<file path="config.mk">
export PLATFORM = sky130hd
export DESIGN_NAME = mmpid_ctrl
export DESIGN_NICKNAME = d
export VERILOG_FILES = /design/src/hdl/mmpid_pkg.sv /design/src/hdl/mmpid_ctrl.sv
export SDC_FILE = /design/constraint.sdc
export NUM_CORES = 1
export LEC_CHECK = 0
export BUFFER_PORTS_ARGS = -buffer_cell sky130_fd_sc_hd__buf_2
export CORE_MARGIN = 8
export CORE_UTILIZATION = 40
export DETAILED_ROUTE_END_ITERATION = 16
export PLACE_DENSITY = 0.61
export RECOVER_POWER = 50
export REMOVE_ABC_BUFFERS = 1
export SKIP_CTS_REPAIR_TIMING = 1
export SLEW_MARGIN = 10
export SYNTH_ARGS = -nofsm -noshare
export SYNTH_HDL_FRONTEND = slang
export SYNTH_SLANG_ARGS = --single-unit
export TNS_END_PERCENT = 30
</file>
<file path="constraint.sdc">
create_clock -name clock -period 2 [get_ports clock]
set_clock_uncertainty 0.05 [all_clocks]
set_input_delay 0.2 -clock clock [delete_from_list [all_inputs] [get_ports clock]]
set_output_delay 0.2 -clock clock [all_outputs]
set_load 0.01 [all_outputs]
</file>
<file path="src/hdl/mmpid_pkg.sv">
`timescale 1ns / 1ps
`default_nettype none
// Shared types, codes and arithmetic helpers of the multi-mode PID controller.
// No dependencies; every other file of the block imports this package.
package mmpid_pkg;

   localparam int DATA_W    = 32;
   localparam int LIMIT_W   = 31;
   localparam int CSR_IDX_W = 3;
   localparam int DIV_STEPS = 48;
   localparam int DIV_CNT_W = $clog2(DIV_STEPS + 1);

   // Request modes.
   localparam logic [1:0] MODE_POSITIONAL  = 2'd0;
   localparam logic [1:0] MODE_INCREMENTAL = 2'd1;
   localparam logic [1:0] MODE_DERIV_MEAS  = 2'd2;
   localparam logic [1:0] MODE_FEEDFWD     = 2'd3;

   // Register indexes of the configuration port.
   localparam logic [CSR_IDX_W-1:0] REG_PROP_GAIN      = 3'd0;
   localparam logic [CSR_IDX_W-1:0] REG_INTEG_GAIN     = 3'd1;
   localparam logic [CSR_IDX_W-1:0] REG_DERIV_GAIN     = 3'd2;
   localparam logic [CSR_IDX_W-1:0] REG_OUTPUT_HIGH    = 3'd3;
   localparam logic [CSR_IDX_W-1:0] REG_OUTPUT_LOW     = 3'd4;
   localparam logic [CSR_IDX_W-1:0] REG_INTEGRAL_LIMIT = 3'd5;
   localparam logic [CSR_IDX_W-1:0] REG_SAMPLE_PERIOD  = 3'd6;

   localparam logic signed [DATA_W-1:0]  RST_OUTPUT_HIGH = 32'sh7FFF_FFFF;
   localparam logic signed [DATA_W-1:0]  RST_OUTPUT_LOW  = 32'sh8000_0000;
   localparam logic [LIMIT_W-1:0]        RST_LIMIT       = 31'h7FFF_FFFF;
   localparam logic [LIMIT_W-1:0]        RST_PERIOD      = 31'd655;
   // Fixed 0.01 gain of the incremental mode in Q16.16.
   localparam logic signed [DATA_W-1:0]  INC_GAIN        = 32'sd655;

   localparam logic signed [63:0] S32_MAX_W = 64'sh0000_0000_7FFF_FFFF;
   localparam logic signed [63:0] S32_MIN_W = 64'shFFFF_FFFF_8000_0000;

   typedef enum logic [4:0] {
      ST_IDLE, ST_ERR, ST_P_MUL, ST_P_WB, ST_Q_MUL, ST_Q_WB, ST_INTEG,
      ST_I_MUL, ST_I_WB, ST_DIFF, ST_DIV_INIT, ST_DIV_STEP, ST_RATE,
      ST_D_MUL, ST_D_WB, ST_NEG, ST_SUM, ST_FF, ST_UPD, ST_PUT,
      ST_IDIFF, ST_IP_MUL, ST_IP_WB, ST_IT_MUL, ST_IT_WB, ST_II_MUL,
      ST_II_WB, ST_IDIFF2, ST_ID_MUL, ST_ID_WB
   } ctrl_state_type;

   typedef enum logic [3:0] {
      DP_NOP, DP_LOAD, DP_ERR, DP_DIFF, DP_DIFF2, DP_MUL, DP_WB, DP_INTEG,
      DP_DIV_INIT, DP_DIV_STEP, DP_RATE, DP_NEG, DP_SUM, DP_FF, DP_UPD, DP_PUT
   } dp_op_type;

   typedef enum logic [2:0] {
      MS_KP_ERR, MS_KP_DIFF, MS_ERR_PER, MS_KI_ISUM, MS_KI_ERR, MS_T_INC,
      MS_KD_T, MS_KD_DIFF
   } mul_sel_type;

   typedef enum logic [1:0] {
      DST_P, DST_I, DST_D, DST_T
   } dest_type;

   typedef struct packed {
      dp_op_type   op;
      mul_sel_type msel;
      dest_type    dest;
   } dp_cmd_type;

   typedef struct packed {
      logic [1:0] mode;
      logic       div_last;
      logic       slot_free;
   } dp_status_type;

   function automatic logic signed [63:0] sx64(input logic signed [DATA_W-1:0] x);
      return {{(64 - DATA_W){x[DATA_W-1]}}, x};
   endfunction

   function automatic logic signed [DATA_W-1:0] sat32(input logic signed [63:0] v);
      if (v > S32_MAX_W) begin
         return 32'sh7FFF_FFFF;
      end else if (v < S32_MIN_W) begin
         return 32'sh8000_0000;
      end else begin
         return v[DATA_W-1:0];
      end
   endfunction

   // Above hi gives hi first; with crossed limits, a value above hi gives hi and any other gives lo.
   function automatic logic signed [DATA_W-1:0] clamp32(
      input logic signed [DATA_W-1:0] v,
      input logic signed [DATA_W-1:0] lo,
      input logic signed [DATA_W-1:0] hi);
      if (v > hi) begin
         return hi;
      end else if (v < lo) begin
         return lo;
      end else begin
         return v;
      end
   endfunction

endpackage
`default_nettype wire

</file>
<file path="src/hdl/mmpid_ctrl.sv">
`timescale 1ns / 1ps
`default_nettype none
// Sequencer of the PID controller: steps the datapath through one request.
// Depends on mmpid_pkg for the state, command and status types.
module mmpid_ctrl (
   input  wire                        clock,
   input  wire                        reset,
   input  wire                        req_valid,
   output logic                       req_ready,
   input  mmpid_pkg::dp_status_type   sts,
   output mmpid_pkg::dp_cmd_type      cmd
);
   import mmpid_pkg::*;

   ctrl_state_type state_ff, state_in;

   always_ff @(posedge clock) begin
      if (reset) begin
         state_ff <= ST_IDLE;
      end else begin
         state_ff <= state_in;
      end
   end

   always_comb begin
      state_in = state_ff;
      unique case (state_ff)
         ST_IDLE:     if (req_valid) state_in = ST_ERR;
         ST_ERR:      state_in = (sts.mode == MODE_INCREMENTAL) ? ST_IDIFF : ST_P_MUL;
         ST_P_MUL:    state_in = ST_P_WB;
         ST_P_WB:     state_in = ST_Q_MUL;
         ST_Q_MUL:    state_in = ST_Q_WB;
         ST_Q_WB:     state_in = ST_INTEG;
         ST_INTEG:    state_in = ST_I_MUL;
         ST_I_MUL:    state_in = ST_I_WB;
         ST_I_WB:     state_in = ST_DIFF;
         ST_DIFF:     state_in = ST_DIV_INIT;
         ST_DIV_INIT: state_in = ST_DIV_STEP;
         ST_DIV_STEP: if (sts.div_last) state_in = ST_RATE;
         ST_RATE:     state_in = ST_D_MUL;
         ST_D_MUL:    state_in = ST_D_WB;
         ST_D_WB:     state_in = (sts.mode == MODE_DERIV_MEAS) ? ST_NEG : ST_SUM;
         ST_NEG:      state_in = ST_SUM;
         ST_SUM:      state_in = (sts.mode == MODE_FEEDFWD) ? ST_FF : ST_UPD;
         ST_FF:       state_in = ST_UPD;
         ST_UPD:      state_in = ST_PUT;
         ST_PUT:      if (sts.slot_free) state_in = ST_IDLE;
         ST_IDIFF:    state_in = ST_IP_MUL;
         ST_IP_MUL:   state_in = ST_IP_WB;
         ST_IP_WB:    state_in = ST_IT_MUL;
         ST_IT_MUL:   state_in = ST_IT_WB;
         ST_IT_WB:    state_in = ST_II_MUL;
         ST_II_MUL:   state_in = ST_II_WB;
         ST_II_WB:    state_in = ST_IDIFF2;
         ST_IDIFF2:   state_in = ST_ID_MUL;
         ST_ID_MUL:   state_in = ST_ID_WB;
         ST_ID_WB:    state_in = ST_SUM;
         default:     state_in = ST_IDLE;
      endcase
   end

   always_comb begin
      req_ready = 1'b0;
      cmd.op    = DP_NOP;
      cmd.msel  = MS_KP_ERR;
      cmd.dest  = DST_T;
      unique case (state_ff)
         ST_IDLE: begin
            req_ready = 1'b1;
            if (req_valid) cmd.op = DP_LOAD;
         end
         ST_ERR:      cmd.op = DP_ERR;
         ST_P_MUL:    begin cmd.op = DP_MUL; cmd.msel = MS_KP_ERR;  end
         ST_P_WB:     begin cmd.op = DP_WB;  cmd.dest = DST_P;      end
         ST_Q_MUL:    begin cmd.op = DP_MUL; cmd.msel = MS_ERR_PER; end
         ST_Q_WB:     begin cmd.op = DP_WB;  cmd.dest = DST_T;      end
         ST_INTEG:    cmd.op = DP_INTEG;
         ST_I_MUL:    begin cmd.op = DP_MUL; cmd.msel = MS_KI_ISUM; end
         ST_I_WB:     begin cmd.op = DP_WB;  cmd.dest = DST_I;      end
         ST_DIFF:     cmd.op = DP_DIFF;
         ST_DIV_INIT: cmd.op = DP_DIV_INIT;
         ST_DIV_STEP: cmd.op = DP_DIV_STEP;
         ST_RATE:     cmd.op = DP_RATE;
         ST_D_MUL:    begin cmd.op = DP_MUL; cmd.msel = MS_KD_T;    end
         ST_D_WB:     begin cmd.op = DP_WB;  cmd.dest = DST_D;      end
         ST_NEG:      cmd.op = DP_NEG;
         ST_SUM:      cmd.op = DP_SUM;
         ST_FF:       cmd.op = DP_FF;
         ST_UPD:      cmd.op = DP_UPD;
         ST_PUT:      if (sts.slot_free) cmd.op = DP_PUT;
         ST_IDIFF:    cmd.op = DP_DIFF;
         ST_IP_MUL:   begin cmd.op = DP_MUL; cmd.msel = MS_KP_DIFF; end
         ST_IP_WB:    begin cmd.op = DP_WB;  cmd.dest = DST_P;      end
         ST_IT_MUL:   begin cmd.op = DP_MUL; cmd.msel = MS_KI_ERR;  end
         ST_IT_WB:    begin cmd.op = DP_WB;  cmd.dest = DST_T;      end
         ST_II_MUL:   begin cmd.op = DP_MUL; cmd.msel = MS_T_INC;   end
         ST_II_WB:    begin cmd.op = DP_WB;  cmd.dest = DST_I;      end
         ST_IDIFF2:   cmd.op = DP_DIFF2;
         ST_ID_MUL:   begin cmd.op = DP_MUL; cmd.msel = MS_KD_DIFF; end
         ST_ID_WB:    begin cmd.op = DP_WB;  cmd.dest = DST_D;      end
         default:     cmd.op = DP_NOP;
      endcase
   end

endmodule
`default_nettype wire

</file>
==> impl_metrics.csv <==
group,metric,value,unit
status,status,"finished, final reports clean",
setup_path,r2r_cells,5,
setup_path,cp_common_cell,"buf_4",
synthesis,ys_async_sr_fraction,0,%
route,route.vias.total,1251,
cts,cts_root_buf,"clkbuf_4",
worst_hold_path,hold_depth,2,
floorplan,chipHeight,66.40,um
layout,reg_top3,"state_ff (5)",
timing,final.setup.tns,0,ps
route,wl_met1,1520,um
cts,clkTransAtPathRegs,50,ps
setup_path,required,1750,ps
setup_path,path_delay_family,"buffers and inverters",
timing,hold_viol_final,0,
timing,fin_crit_sh,94.60,%
timing,setup_viol,0,
power_and_ir_drop,powerDensity,1333,nW/um^2
layout,top_register,"state_ff",
global_route,grt_pass1_wl,5354,um
floorplan,die-area,4408,sq um
global_route,grt_max_degree,28,
route,detail_route.wl_per_cell,15.76,um
floorplan,core,2432,sq um
power_and_ir_drop,p_leak,0.4556,nW
power_and_ir_drop,power,1.573,mW
setup_path,r2r-end,"state_ff[1]$_SDFFE_PP0P_",
synthesis,ys_warn_count,0,
layout,nNetsFinal,177,
floorplan,ioPinCount,17,
cts,htree_levels,1,
synthesis,yosys.area.top_type,"dfxtp_1",
cts,cts_buffers,3,
place,post-place-cells,195,
place,io_buffer_count,16,
synthesis,synthTopCellsByArea,"dfxtp_1 (9.9%), a21oi_1 (7.4%), o21ai_1 (4.4%), nor2_1 (4.4%), nand2b_1 (4.3%)",
setup_path,slowest_delay,390,ps
global_route,antenna_found_initial,0,
worst_hold_path,min_from,"reset",
synthesis,synth_top_cell_area_share,9.852,%
timing,worst_slew_pin_slew,394.8,ps
route,drt_iter0_markers,105,
setup_path,slowest_stage,"dfxtp_2",
cts,max-clock-path-buffers,2,
place,place.gp.congestion,0.9361,
route,ant_nets,0,
setup_path,start_kind,"flip-flop",
layout,final_cells,199,
timing,min_period,1892,ps
synthesis,syn-cell-area,1016,sq um
synthesis,ys.flop_type,"dfxtp_1",
place,dp_hpwl,2261,um
floorplan,row_count,18,
power_and_ir_drop,vdd.ir_drop.worst,0.0009754,V
synthesis,synth_seq_area_share,9.852,%
worst_hold_path,hold_end,"state_ff[3]$_SDFFE_PP0P_",
floorplan,start_util,41.77,%
cts,clk_latency,240,ps
setup_path,crit_type,"flip-flop to primary output",
setup_path,cp.arrival,1640,ps
synthesis,synth_cell_types,49,
synthesis,ys_ff_latch,5,
setup_path,crit_path_end_kind,"primary output",
global_route,gr-total-overflow,0,
floorplan,die_x,66.40,um
synthesis,synth_edf_count,0,
synthesis,synth_cells,152,
layout,synthToLayoutAreaGrowth,16.13,%
setup_path,worst-path-max-fanout,12,
setup_path,r2r_start,"state_ff[4]$_SDFFE_PP0P_",
route,wl_met2,1406,um
timing,slew_violations,0,
synthesis,synth_commonest_cells,"a21oi_1 (15), nor2_1 (12), o21ai_1 (9)",
layout,largest_reg_flops,5,
route,wirelength,3137,um
route,top_layer_used,"met4",
route,met3WireLength,201,um
route,first_pass_iters,4,
timing,max_freq,528.5,MHz
run,maxCapViolCount,0,
global_route,grt_pass1_vias,1178,
global_route,grt_usage,14.29,%
setup_path,reg2reg_slack,300,ps
cts,cts_sinks,5,
synthesis,yosysMostFrequentCell,"a21oi_1",
cts,cts_tree,"built",
timing,maxSlewHeadroom,73.00,%
setup_path,path_cells,"buf_4 > buf_4 > mux2_2 > o2111ai_1 > o21ai_1 > buf_2",
timing,fin_ws,107.9,ps
route,drc_errors,0,
synthesis,avgSynthCellArea,6.684,sq um
route,vias_per_cell,6.286,
layout,final_layout_size_suffix_gt1_share,26.04,%
layout,fillerInstances,256,
worst_hold_path,hold_class,"input port to flip-flop",
setup_path,worst-path-buf-inv,3,
layout,antenna_cells,0,
place,place_ws,223.7,ps
timing,rsz0062_at_grt,"false",
-- cells in the final DEF, fill, tap and decap left out, types with 3 or more instances in the layout --
cell type  instances
nor3_1             5
clkbuf_4           3
nor2_1            12
buf_2             15
o221ai_1           4
o22ai_1            4
o21ai_0            6
buf_4             11
a31oi_1            5
o21ai_1            9
and2_1             3
nand3_1            6
or3_1              3
dfxtp_2            5
inv_1              3
nand2_1            6
a21oi_1           15
nor2b_1            5
nand2b_1           7
-- layout make-up --
type | count | area (sq um) | share of cell area (%)
clock buffers | 4 | 26.28 | 2.227
flip-flops and latches | 5 | 106.4 | 9.014
inverters | 4 | 15.01 | 1.273
multi-input cells | 127 | 793.3 | 67.23
well taps | 30 | 37.54 | 3.181
repair buffers | 29 | 201.4 | 17.07
-- worst max path at each step --
| stage | start | end | slack [ps] | cells after the start |
|---|---|---|---|---|
| detailed placement | state_ff[3]$_SDFFE_PP0P_ | state_ff[0]$_SDFFE_PP0P_ | 220 | 5 |
| floorplan | state_ff[1]$_SDFFE_PP0P_ | state_ff[1]$_SDFFE_PP0P_ | 90 | 4 |
| finish | state_ff[2]$_SDFFE_PP0P_ | cmd[6] | 110 | 6 |
| global placement | state_ff[0]$_SDFFE_PP0P_ | state_ff[0]$_SDFFE_PP0P_ | 240 | 4 |
| CTS | state_ff[3]$_SDFFE_PP0P_ | cmd[3] | -10 | 6 |
| global route | state_ff[3]$_SDFFE_PP0P_ | cmd[3] | 30 | 6 |
-- stage by stage --
step	util (%)	hold slack [ps]	instance area, sq um
final	48.51	207.3	1180
after global routing	48.51	209.2	1180
after CTS	48.56	209.7	1181
after detailed placement	47.48	460.8	1155
after global placement	47.48	446.7	1155
after floorplan	-	219.4	914.6
-- cell families (layout without fill, tap and decap cells) --
kind of cell	Yosys count	after routing	synth area share, %
AO/OA/AOI/OAI	63	63	40.88
flip-flops	5	5	9.853
AND/OR/NAND/NOR	61	61	34.98
buffers and inverters	20	37	11.45
multiplexers	1	1	1.108
XOR/XNOR	2	2	1.724
-- power breakdown --
group | internal, mW | switching [mW] | total [mW]
clock network | 0.0755 | 0.0427 | 0.118
logic | 0.535 | 0.662 | 1.20
registers | 0.142 | 0.117 | 0.259
total | 0.752 | 0.821 | 1.57
-- routing by layer --
layer  vias up  global-route usage [%]
met1       594                   18.98
met4         0                   1.867
li1        611                       -
met2        44                   24.25
met3         2                   1.864
met5         -                       0
Note: power is estimated with default switching activity, not from simulation.
